$ cat src/design/sslp_pkg.sv
// Package for the servo slew limiter with PWM duty computation.
// Holds the sequencer state type, register indexes and fixed constants.
// No dependencies.
package sslp_pkg;

    typedef enum logic [3:0] {
        ST_IDLE,
        ST_DECIDE,
        ST_WMUL,
        ST_WFIN,
        ST_PLOAD,
        ST_PMUL,
        ST_DLOAD,
        ST_DIV,
        ST_EMIT
    } t_state;

    typedef enum logic [2:0] {
        CFG_SLEW_STEP    = 3'd0,
        CFG_SLEW_WAIT    = 3'd1,
        CFG_SETTLE_WAIT  = 3'd2,
        CFG_MS_PER_DEG   = 3'd3,
        CFG_MAX_MOVE     = 3'd4,
        CFG_MIN_PULSE    = 3'd5,
        CFG_MAX_PULSE    = 3'd6
    } t_cfg_idx;

    localparam logic [11:0] FULL_SCALE   = 12'd2880;
    localparam logic [11:0] NEAR_BAND    = 12'd8;
    localparam logic [11:0] MIN_SLEW     = 12'd45;
    localparam logic [11:0] RESET_ANGLE  = 12'd1440;
    localparam logic [5:0]  LAST_STEP    = 6'd63;
    localparam logic [4:0]  DIVISOR      = 5'd9;
    localparam logic [4:0]  MUL_TOP_BIT  = 5'd11;
    localparam logic [4:0]  DIV_TOP_BIT  = 5'd25;
    localparam logic [28:0] ROUND_ADD    = 29'd36;
    localparam logic [21:0] DUTY_MAX     = 22'd4095000;

    localparam logic [11:0] RST_SLEW_STEP   = 12'd0;
    localparam logic [15:0] RST_SLEW_WAIT   = 16'd20;
    localparam logic [15:0] RST_SETTLE_WAIT = 16'd200;
    localparam logic [15:0] RST_MS_PER_DEG  = 16'd768;
    localparam logic [15:0] RST_MAX_MOVE    = 16'd1000;
    localparam logic [11:0] RST_MIN_PULSE   = 12'd500;
    localparam logic [11:0] RST_MAX_PULSE   = 12'd2400;

endpackage

$ cat src/design/servo_slew_limiter_pwm_core.sv
// Servo slew limiter: turns a target angle into a run of drive steps with PWM duty and wait.
// Bit-serial multiply/accumulate and bit-serial divide-by-nine for the duty.
// Depends on sslp_pkg.
//
// Channel  Dir     Handshake                    Payload
// in       input   i_in_valid / o_in_stall      i_target_angle
// out      output  o_out_valid / i_out_stall    o_step_angle o_duty_ns o_drive o_wait_ms o_last
// cfg      input   i_cfg_we (write only)        i_cfg_index i_cfg_data
//
// Each result runs a bit-serial multiply for the duty numerator and a bit-serial divide by
// nine, plus step decision, load and emit steps.
// An unslewed move adds a bit-serial multiply for the move-time product.
// A move has at most 64 steps.
// Synchronous active-low reset restores the register defaults and a present angle of 90 deg.
// The last result may wait in the output register while the next request is accepted;
// a stalled output holds the sequencer at its emit step.
module servo_slew_limiter_pwm_core (
    input  logic               i_clk,
    input  logic               i_rst_n,
    input  logic               i_in_valid,
    output logic               o_in_stall,
    input  logic signed [12:0] i_target_angle,
    output logic               o_out_valid,
    input  logic               i_out_stall,
    output logic [11:0]        o_step_angle,
    output logic [21:0]        o_duty_ns,
    output logic               o_drive,
    output logic [16:0]        o_wait_ms,
    output logic               o_last,
    input  logic               i_cfg_we,
    input  logic [2:0]         i_cfg_index,
    input  logic [15:0]        i_cfg_data
);

    sslp_pkg::t_state r_state, n_state;

    logic [11:0] r_slew_step;
    logic [15:0] r_slew_wait;
    logic [15:0] r_settle_wait;
    logic [15:0] r_ms_per_deg;
    logic [15:0] r_max_move;
    logic [11:0] r_min_pulse;
    logic [11:0] r_max_pulse;

    logic [11:0] r_present, n_present;
    logic [11:0] r_target, n_target;
    logic [5:0]  r_step_cnt, n_step_cnt;
    logic [11:0] r_mla, n_mla;
    logic [11:0] r_mlb, n_mlb;
    logic [27:0] r_acc, n_acc;
    logic [25:0] r_div, n_div;
    logic [3:0]  r_rem, n_rem;
    logic [4:0]  r_bit_cnt, n_bit_cnt;
    logic [11:0] r_res_angle, n_res_angle;
    logic        r_res_drive, n_res_drive;
    logic [16:0] r_res_wait, n_res_wait;
    logic        r_res_last, n_res_last;

    logic        r_out_valid, n_out_valid;
    logic [11:0] r_out_angle, n_out_angle;
    logic [21:0] r_out_duty, n_out_duty;
    logic        r_out_drive, n_out_drive;
    logic [16:0] r_out_wait, n_out_wait;
    logic        r_out_last, n_out_last;

    logic in_take;
    logic out_take;

    assign o_in_stall   = (r_state != sslp_pkg::ST_IDLE);
    assign in_take      = i_in_valid && !o_in_stall;
    assign out_take     = r_out_valid && !i_out_stall;
    assign o_out_valid  = r_out_valid;
    assign o_step_angle = r_out_angle;
    assign o_duty_ns    = r_out_duty;
    assign o_drive      = r_out_drive;
    assign o_wait_ms    = r_out_wait;
    assign o_last       = r_out_last;

    always_ff @(posedge i_clk) begin
        if (!i_rst_n) begin
            r_slew_step   <= sslp_pkg::RST_SLEW_STEP;
            r_slew_wait   <= sslp_pkg::RST_SLEW_WAIT;
            r_settle_wait <= sslp_pkg::RST_SETTLE_WAIT;
            r_ms_per_deg  <= sslp_pkg::RST_MS_PER_DEG;
            r_max_move    <= sslp_pkg::RST_MAX_MOVE;
            r_min_pulse   <= sslp_pkg::RST_MIN_PULSE;
            r_max_pulse   <= sslp_pkg::RST_MAX_PULSE;
        end else if (i_cfg_we) begin
            unique case (i_cfg_index)
                sslp_pkg::CFG_SLEW_STEP:   r_slew_step   <= i_cfg_data[11:0];
                sslp_pkg::CFG_SLEW_WAIT:   r_slew_wait   <= i_cfg_data;
                sslp_pkg::CFG_SETTLE_WAIT: r_settle_wait <= i_cfg_data;
                sslp_pkg::CFG_MS_PER_DEG:  r_ms_per_deg  <= i_cfg_data;
                sslp_pkg::CFG_MAX_MOVE:    r_max_move    <= i_cfg_data;
                sslp_pkg::CFG_MIN_PULSE:   r_min_pulse   <= i_cfg_data[11:0];
                sslp_pkg::CFG_MAX_PULSE:   r_max_pulse   <= i_cfg_data[11:0];
                default: ;
            endcase
        end
    end

    always_ff @(posedge i_clk) begin
        if (!i_rst_n) begin
            r_state     <= sslp_pkg::ST_IDLE;
            r_present   <= sslp_pkg::RESET_ANGLE;
            r_out_valid <= 1'b0;
        end else begin
            r_state     <= n_state;
            r_present   <= n_present;
            r_out_valid <= n_out_valid;
        end
    end

    always_ff @(posedge i_clk) begin
        r_target    <= n_target;
        r_step_cnt  <= n_step_cnt;
        r_mla       <= n_mla;
        r_mlb       <= n_mlb;
        r_acc       <= n_acc;
        r_div       <= n_div;
        r_rem       <= n_rem;
        r_bit_cnt   <= n_bit_cnt;
        r_res_angle <= n_res_angle;
        r_res_drive <= n_res_drive;
        r_res_wait  <= n_res_wait;
        r_res_last  <= n_res_last;
        r_out_angle <= n_out_angle;
        r_out_duty  <= n_out_duty;
        r_out_drive <= n_out_drive;
        r_out_wait  <= n_out_wait;
        r_out_last  <= n_out_last;
    end

    always_comb begin
        logic        up;
        logic [11:0] mag;
        logic [11:0] slew;
        logic [11:0] move;
        logic [11:0] rest;
        logic [16:0] move_sum;
        logic [15:0] add_a;
        logic [15:0] add_b;
        logic [28:0] scaled;
        logic [4:0]  trial;

        n_state     = r_state;
        n_present   = r_present;
        n_target    = r_target;
        n_step_cnt  = r_step_cnt;
        n_mla       = r_mla;
        n_mlb       = r_mlb;
        n_acc       = r_acc;
        n_div       = r_div;
        n_rem       = r_rem;
        n_bit_cnt   = r_bit_cnt;
        n_res_angle = r_res_angle;
        n_res_drive = r_res_drive;
        n_res_wait  = r_res_wait;
        n_res_last  = r_res_last;
        n_out_valid = out_take ? 1'b0 : r_out_valid;
        n_out_angle = r_out_angle;
        n_out_duty  = r_out_duty;
        n_out_drive = r_out_drive;
        n_out_wait  = r_out_wait;
        n_out_last  = r_out_last;

        up       = (r_target > r_present);
        mag      = up ? (r_target - r_present) : (r_present - r_target);
        slew     = (r_slew_step < sslp_pkg::MIN_SLEW) ? sslp_pkg::MIN_SLEW : r_slew_step;
        move     = (mag < slew) ? mag : slew;
        rest     = mag - move;
        move_sum = {1'b0, r_settle_wait} + {1'b0, r_acc[27:12]};
        add_a    = (r_state == sslp_pkg::ST_WMUL) ? r_ms_per_deg : {4'd0, r_min_pulse};
        add_b    = {4'd0, r_max_pulse};
        scaled   = {r_acc[24:0], 4'd0} + {1'b0, r_acc[24:0], 3'd0} + {1'b0, r_acc}
                   + sslp_pkg::ROUND_ADD;
        trial    = {r_rem, r_div[25]};

        unique case (r_state)
            sslp_pkg::ST_IDLE: begin
                if (in_take) begin
                    if (i_target_angle[12]) begin
                        n_target = 12'd0;
                    end else if (i_target_angle[11:0] > sslp_pkg::FULL_SCALE) begin
                        n_target = sslp_pkg::FULL_SCALE;
                    end else begin
                        n_target = i_target_angle[11:0];
                    end
                    n_step_cnt = 6'd0;
                    n_state    = sslp_pkg::ST_DECIDE;
                end
            end
            sslp_pkg::ST_DECIDE: begin
                if (r_slew_step != 12'd0) begin
                    if (mag <= sslp_pkg::NEAR_BAND) begin
                        n_res_angle = r_present;
                        n_res_drive = 1'b0;
                        n_res_wait  = {1'b0, r_settle_wait};
                        n_res_last  = 1'b1;
                    end else begin
                        n_present   = up ? (r_present + move) : (r_present - move);
                        n_res_angle = n_present;
                        n_res_drive = 1'b1;
                        n_res_last  = (rest <= sslp_pkg::NEAR_BAND)
                                      || (r_step_cnt == sslp_pkg::LAST_STEP);
                        n_res_wait  = n_res_last
                                      ? ({1'b0, r_slew_wait} + {1'b0, r_settle_wait})
                                      : {1'b0, r_slew_wait};
                    end
                    n_state = sslp_pkg::ST_PLOAD;
                end else begin
                    n_present   = r_target;
                    n_res_angle = r_target;
                    n_res_drive = 1'b1;
                    n_res_last  = 1'b1;
                    n_mla       = mag;
                    n_mlb       = 12'd0;
                    n_acc       = 28'd0;
                    n_bit_cnt   = sslp_pkg::MUL_TOP_BIT;
                    n_state     = sslp_pkg::ST_WMUL;
                end
            end
            sslp_pkg::ST_WMUL, sslp_pkg::ST_PMUL: begin
                n_acc = {r_acc[26:0], 1'b0}
                        + (r_mla[11] ? {12'd0, add_a} : 28'd0)
                        + (r_mlb[11] ? {12'd0, add_b} : 28'd0);
                n_mla = {r_mla[10:0], 1'b0};
                n_mlb = {r_mlb[10:0], 1'b0};
                n_bit_cnt = r_bit_cnt - 5'd1;
                if (r_bit_cnt == 5'd0) begin
                    n_state = (r_state == sslp_pkg::ST_WMUL) ? sslp_pkg::ST_WFIN
                                                             : sslp_pkg::ST_DLOAD;
                end
            end
            sslp_pkg::ST_WFIN: begin
                n_res_wait = (move_sum > {1'b0, r_max_move}) ? {1'b0, r_max_move} : move_sum;
                n_state    = sslp_pkg::ST_PLOAD;
            end
            sslp_pkg::ST_PLOAD: begin
                n_mla     = sslp_pkg::FULL_SCALE - r_res_angle;
                n_mlb     = r_res_angle;
                n_acc     = 28'd0;
                n_bit_cnt = sslp_pkg::MUL_TOP_BIT;
                n_state   = sslp_pkg::ST_PMUL;
            end
            sslp_pkg::ST_DLOAD: begin
                n_div     = scaled[28:3];
                n_rem     = 4'd0;
                n_bit_cnt = sslp_pkg::DIV_TOP_BIT;
                n_state   = sslp_pkg::ST_DIV;
            end
            sslp_pkg::ST_DIV: begin
                if (trial >= sslp_pkg::DIVISOR) begin
                    n_rem = 4'(trial - sslp_pkg::DIVISOR);
                    n_div = {r_div[24:0], 1'b1};
                end else begin
                    n_rem = trial[3:0];
                    n_div = {r_div[24:0], 1'b0};
                end
                n_bit_cnt = r_bit_cnt - 5'd1;
                if (r_bit_cnt == 5'd0) begin
                    n_state = sslp_pkg::ST_EMIT;
                end
            end
            sslp_pkg::ST_EMIT: begin
                if (!r_out_valid || out_take) begin
                    n_out_valid = 1'b1;
                    n_out_angle = r_res_angle;
                    n_out_duty  = r_div[21:0];
                    n_out_drive = r_res_drive;
                    n_out_wait  = r_res_wait;
                    n_out_last  = r_res_last;
                    n_step_cnt  = r_step_cnt + 6'd1;
                    n_state     = r_res_last ? sslp_pkg::ST_IDLE : sslp_pkg::ST_DECIDE;
                end
            end
            default: begin
                n_state = sslp_pkg::ST_IDLE;
            end
        endcase
    end

    a_present_in_range: assert property (@(posedge i_clk) disable iff (!i_rst_n)
        r_present <= sslp_pkg::FULL_SCALE)
        else $error("present angle beyond full scale");

    a_settle_only_is_last: assert property (@(posedge i_clk) disable iff (!i_rst_n)
        (r_out_valid && !r_out_drive) |-> r_out_last)
        else $error("settle-only result not marked last");

    a_duty_in_range: assert property (@(posedge i_clk) disable iff (!i_rst_n)
        r_out_valid |-> (r_out_duty <= sslp_pkg::DUTY_MAX))
        else $error("duty out of range");

    a_request_starts_move: assert property (@(posedge i_clk) disable iff (!i_rst_n)
        in_take |=> (r_state == sslp_pkg::ST_DECIDE && r_step_cnt == 6'd0))
        else $error("accepted request did not start a move");

endmodule

$ cat config.mk
export PLATFORM = sky130hd
export DESIGN_NAME = servo_slew_limiter_pwm_core
export DESIGN_NICKNAME = d
export VERILOG_FILES = /design/src/design/sslp_pkg.sv /design/src/design/servo_slew_limiter_pwm_core.sv
export SDC_FILE = /design/constraint.sdc
export NUM_CORES = 1
export LEC_CHECK = 0
export BUFFER_PORTS_ARGS = -buffer_cell sky130_fd_sc_hd__buf_2
export CAP_MARGIN = 40
export CORE_ASPECT_RATIO = 0.9
export CORE_MARGIN = 10
export CORE_UTILIZATION = 45
export CTS_CLUSTER_DIAMETER = 50
export DETAILED_ROUTE_END_ITERATION = 6
export PLACE_DENSITY = 0.76
export SYNTH_ARGS = -nofsm -noshare
export SYNTH_HDL_FRONTEND = slang
export SYNTH_SLANG_ARGS = --single-unit
$ cat constraint.sdc
create_clock -name i_clk -period 8.7 [get_ports i_clk]
set_input_delay 2.61 -clock i_clk [delete_from_list [all_inputs] [get_ports i_clk]]
set_output_delay 2.61 -clock i_clk [all_outputs]
set_load 0.01 [all_outputs]
==> reports/results.ini, run 1 <==
[route]
drc_errors=0
first_iter_violations=1541
wl_per_cell_um=19.0
vias=17500
detail-route-antenna-nets=0
wl_um=57300
dr.pass1.iters=6
viasPerCell=5.81

[sta]
finalSetupTns_ps=0
clock_skew_ps=22.1
layout_min_cycle_time_ps=7910
setup_violations=0
maxSlewViolCount=0
rsz0062_at_grt=no
min_period_over_period_pct=91.0
worst_slew_pin_slew_ps=924
relSlewSlack_pct=38.4
fmax_mhz=126
hold_slack_ps=425
hold_viol=0

[logic_synthesis]
syn-num-nets=2559
synth_enable_flop_cells=189
synth-seq-cells=306
syn_area_um2=21100
synth_area_leaders=edfxtp_1 (27%), dfxtp_1 (11%), ha_1 (11%)
yosysTopAreaCell=edfxtp_1
netlist.area_leader.share_pct=26.8
avgSynthCellArea_um2=9.20
yosysSeqAreaShare_pct=37.9
yosysWarnings=0
ys_types=96
synthArstFlopShare_pct=0
synthCells=2298
synth_ff_type=edfxtp_1

[clocking]
clock_sinks=306
numCtsBuffers=39
cts.htree.levels=2
cts_tree=done
clk_path_buf_depth=3
post_cts_buffers=0
clk_pin_slew_ps=60
clock-root-buffer=clkbuf_16
cts_hold_buf=0
cts_resized=0
clock_latency_ps=570

[layout]
register_area_um2=8020
drive_gt1_share_pct=9.99
nets=2634
layout_common_cells=nand2_1 (359), edfxtp_1 (189), ha_1 (180)
area_delta_synth_final_pct=12.1
multi_input_area_um2=12300
fillers=4227
final_common_cell=nand2_1

[placement]
gp_congestion=0.942
dpl.hpwl_um=42900
port_buffers=91

[floorplan]
die_h_um=226
core_region_area_um2=46500
rows=75
dieWidth_um=248
io_pins=92
dieArea_um2=56100
start_util_pct=45.4

[grt]
antenna_found_initial=3
grt-ovfl-total=0
grt_pass1_wl_um=90700
track_usage_pct=19.7
grt_pass1_vias=16900
grt_max_degree=83

[flow_run]
maxCapViolCount=0

[worst_setup_path]
crit_arrival_ps=8310
crit_fanout=16
max_stage_delay_ps=570
worstSetupStartpointType=flip-flop
critPathRequiredTime_ps=9090
worstSetupPathType=reg -> reg
critPathCaptureType=flip-flop
crit_path_top_delay_cell=or4_1

[hold_path]
hp-class=reg -> reg

[status]
status=finished, final reports clean

==> registers in the layout (all words and copies together), names as in the netlist, 16 cells and up <==
name and flops:
o_duty_ns 22, o_wait_ms 17, r_acc 28, r_div 26, r_max_move 16, r_ms_per_deg 16, r_res_wait 17, r_settle_wait 16
r_slew_wait 16
==> per-stage QoR <==
stage	std cells	area, um^2	worst slack [ps]	util, %
2_1_floorplan	2298	21100	50.2	-
6_report	3020	23700	785	50.9
4_1_cts	3019	23700	214	50.9
3_3_place_gp	2942	22200	438	47.8
5_1_grt	3019	23700	110	50.9
3_5_place_dp	2948	22300	226	48.0
==> per-layer routing <==
metal  vias to the layer above  global-route usage [%]  routed length, um
met3                       161                    3.93               4130
met2                       634                    31.8              26300
met4                         4                    7.86               2170
met5                         -                       0                 26
li1                       8404                       -                  -
met1                      8340                    25.7              24700
==> kinds of logic (layout without fill, tap and decap cells) <==
logic type	Yosys count	after routing	share of synthesized area, %
AOI/OAI and AO/OA	585	585	19.3
muxes	27	27	1.36
other	0	1	0
DFF	306	306	37.9
buffers and inverters	224	329	4.28
xor gates and xnor gates	108	108	4.47
adders and majority gates	224	224	14.7
and+or+nand+nor	824	824	17.9
==> cell type report <==
type | count | area share [%]
Antenna cell | 1 | 0.0106
Clock buffer | 49 | 4.45
Clock inverter | 22 | 1.23
Inverter | 132 | 2.09
Multi-Input combinational cell | 1768 | 51.9
Sequential cell | 306 | 33.8
Tap cell | 616 | 3.25
Timing Repair Buffer | 126 | 3.25
==> synthesized netlist by cell type (27+ instances only) <==
master      n
inv_1     129
and2_1     32
nand3_1    56
dfxtp_1   117
and3_1     27
nor3_1     37
a21oi_1   127
a21o_1     32
ha_1      182
fa_1       42
nand2_1   359
clkbuf_1   68
nor2_1    178
a21boi_0  103
xor2_1     44
or3_1      31
edfxtp_1  189
xnor2_1    64
o21ai_0    89
==> path summary, 6_finish.rpt <==
kind | from | to | slack, ps | depth (start not counted)
setup / recovery | r_present[1] | r_res_wait[5] | 790 | 28
hold / removal | r_res_drive | o_drive | 420 | 0
setup reg to reg | r_present[1] | r_res_wait[5] | 790 | 28
hold reg to reg | r_res_drive | o_drive | 420 | 0
==> worst max-delay path: cells and delay by family (launching register included) <==
family          cells  cell delay [ps]
flops               1              510
simple gates        7             1940
xor+xnor            1              180
compound gates     13             2810
mux                 2              740
fa+ha+maj           3             1250
buf+inv             2              330
Power of run 1 is left out: the tool's default activity adds up to more than one toggle a clock period on the data nets, which glitch-free logic cannot reach.
==> run 2: changes to the inputs <==
--- a/config.mk
+++ b/config.mk
@@ -6,13 +6,14 @@
 export NUM_CORES = 1
 export LEC_CHECK = 0
 export BUFFER_PORTS_ARGS = -buffer_cell sky130_fd_sc_hd__buf_2
-export CAP_MARGIN = 40
+export CELL_PAD_IN_SITES_DETAIL_PLACEMENT = 1
+export CELL_PAD_IN_SITES_GLOBAL_PLACEMENT = 1
 export CORE_ASPECT_RATIO = 0.9
 export CORE_MARGIN = 10
-export CORE_UTILIZATION = 45
+export CORE_UTILIZATION = 44
 export CTS_CLUSTER_DIAMETER = 50
 export DETAILED_ROUTE_END_ITERATION = 6
-export PLACE_DENSITY = 0.76
+export PLACE_DENSITY = 0.89
 export SYNTH_ARGS = -nofsm -noshare
 export SYNTH_HDL_FRONTEND = slang
 export SYNTH_SLANG_ARGS = --single-unit
==> reports/results.ini, run 2 (synthesized netlist as in run 1, its figures left out) <==
[status]
status=finished, final reports clean  ; unchanged

[clocking]
clk_path_buf_depth=3  ; unchanged
clk_pin_slew_ps=60  ; about the same
cts_hold_buf=0  ; unchanged
clock-root-buffer=clkbuf_16  ; unchanged
clock_sinks=306  ; unchanged
cts_tree=done  ; unchanged
cts.htree.levels=2  ; unchanged
clock_latency_ps=590  ; was 570 ps
numCtsBuffers=41  ; was 39

[sta]
clock_skew_ps=37.0  ; was 22.1 ps
min_period_over_period_pct=95.3  ; was 91.0%
maxSlewViolCount=0  ; unchanged
fin_ws_ps=410  ; was 785 ps
hold_viol=0  ; unchanged
fmax_mhz=121  ; was 126 MHz
setup_violations=0  ; unchanged
rsz0062_at_grt=no  ; unchanged
finalSetupTns_ps=0  ; unchanged
layout_min_cycle_time_ps=8290  ; was 7910 ps
relSlewSlack_pct=9.82  ; was 38.4%
worst_slew_pin_slew_ps=1350  ; was 924 ps

[worst_setup_path]
worstSetupPathType=reg -> reg  ; unchanged
crit_path_top_delay_cell=fa_1  ; was or4_1
crit_fanout=43  ; was 16
critPathRequiredTime_ps=9210  ; was 9090 ps
crit_arrival_ps=8800  ; was 8310 ps
critPathCaptureType=flip-flop  ; unchanged
max_stage_delay_ps=490  ; was 570 ps
worstSetupStartpointType=flip-flop  ; unchanged

[layout]
utilization_pct=49.8  ; was 50.9%
largest_reg_flops=28  ; unchanged
nets=2642  ; was 2634
top_register=r_acc  ; unchanged
area_delta_synth_final_pct=12.5  ; was 12.1%
drive_gt1_share_pct=10.2  ; was 9.99%
final_common_cell=nand2_1  ; unchanged
fin_area_um2=23800  ; was 23700 um^2
fillers=5486  ; was 4227
layout_common_cells=nand2_1 (359), edfxtp_1 (189), ha_1 (181)  ; was nand2_1 (359), edfxtp_1 (189), ha_1 (180)

[route]
dr.pass1.iters=5  ; was 6
first_iter_violations=1278  ; was 1541
drc_errors=0  ; unchanged
route.met3.wl_um=4300  ; was 4130 um
wl_met2_um=32800  ; was 26300 um
wl_um=68300  ; was 57300 um
detail-route-antenna-nets=0  ; unchanged
vias=18200  ; was 17500
viasPerCell=5.99  ; was 5.81
highest_layer=met5  ; unchanged
wl_per_cell_um=22.5  ; was 19.0 um
wl_met1_um=28500  ; was 24700 um

[grt]
grt_max_degree=79  ; was 83
grt-ovfl-total=0  ; unchanged
grt_pass1_vias=19300  ; was 16900
antenna_found_initial=4  ; was 3
grt_pass1_wl_um=108000  ; was 90700 um
track_usage_pct=23.2  ; was 19.7%

[placement]
port_buffers=91  ; unchanged
gp_congestion=0.939  ; was 0.942
dpl.hpwl_um=50200  ; was 42900 um
place_ws_ps=51.2  ; was 226 ps
place_area_um2=22200  ; was 22300 um^2

[floorplan]
dieArea_um2=57200  ; was 56100 um^2
dieWidth_um=251  ; was 248 um
io_pins=92  ; unchanged
rows=76  ; was 75
core_region_area_um2=47700  ; was 46500 um^2
die_h_um=228  ; was 226 um
start_util_pct=44.3  ; was 45.4%

[flow_run]
maxCapViolCount=0  ; unchanged

[hold_path]
hp-class=reg -> reg  ; unchanged

-- run 2: layout make-up --
cell class | instances | area [um^2] | area share [%]
Clock inverter | 24 | 290 | 1.22
Tap cell | 624 | 781 | 3.28
Inverter | 132 | 495 | 2.08
Multi-Input combinational cell | 1768 | 12300 | 51.7
Antenna cell | 3 | 7.51 | 0.0316
Sequential cell | 306 | 8020 | 33.7
Timing Repair Buffer | 132 | 783 | 3.29
Clock buffer | 51 | 1120 | 4.69
-- run 2: critical path: cells and delay by family, from the launching register on --
family                   cells  cell delay, ps
buffers and inverters        7            1090
multiplexers                 1             250
adder cells (fa/ha/maj)      4            1240
AND/OR/NAND/NOR              5             790
flip-flops                   1             400
AO/OA/AOI/OAI               17            4220
XOR/XNOR                     1             230
-- run 2: what timing repair did --
| item | in CTS | in global routing |
|---|---|---|
| setup buffers | 0 | 10 |
| gates resized for setup | 0 | 11 |
| setup endpoints to repair | 0 | 23 |
-- run 2: worst paths after layout --
kind,start,end,slack (ps),depth (start not counted)
max,r_target[0],r_present[11],410,35
min,r_res_wait[12],o_wait_ms[12],430,0
max reg2reg,r_target[0],r_present[11],410,35
min reg2reg,r_res_wait[12],o_wait_ms[12],430,0
-- run 2: routing by layer --
metal	track usage (%)	up-vias
li1	-	8426
met1	28.4	9081
met2	39.2	526
met3	4.89	167
met4	9.33	2
met5	0	-
-- run 2: metrics by stage --
step                      hold slack [ps]  std cells
final                                 431       3040
after global routing                  427       3037
after CTS                             425       3027
after detailed placement              411       2952
after global placement                403       2952
after floorplan                       400       2298
Power of run 2 is left out for the same reason.
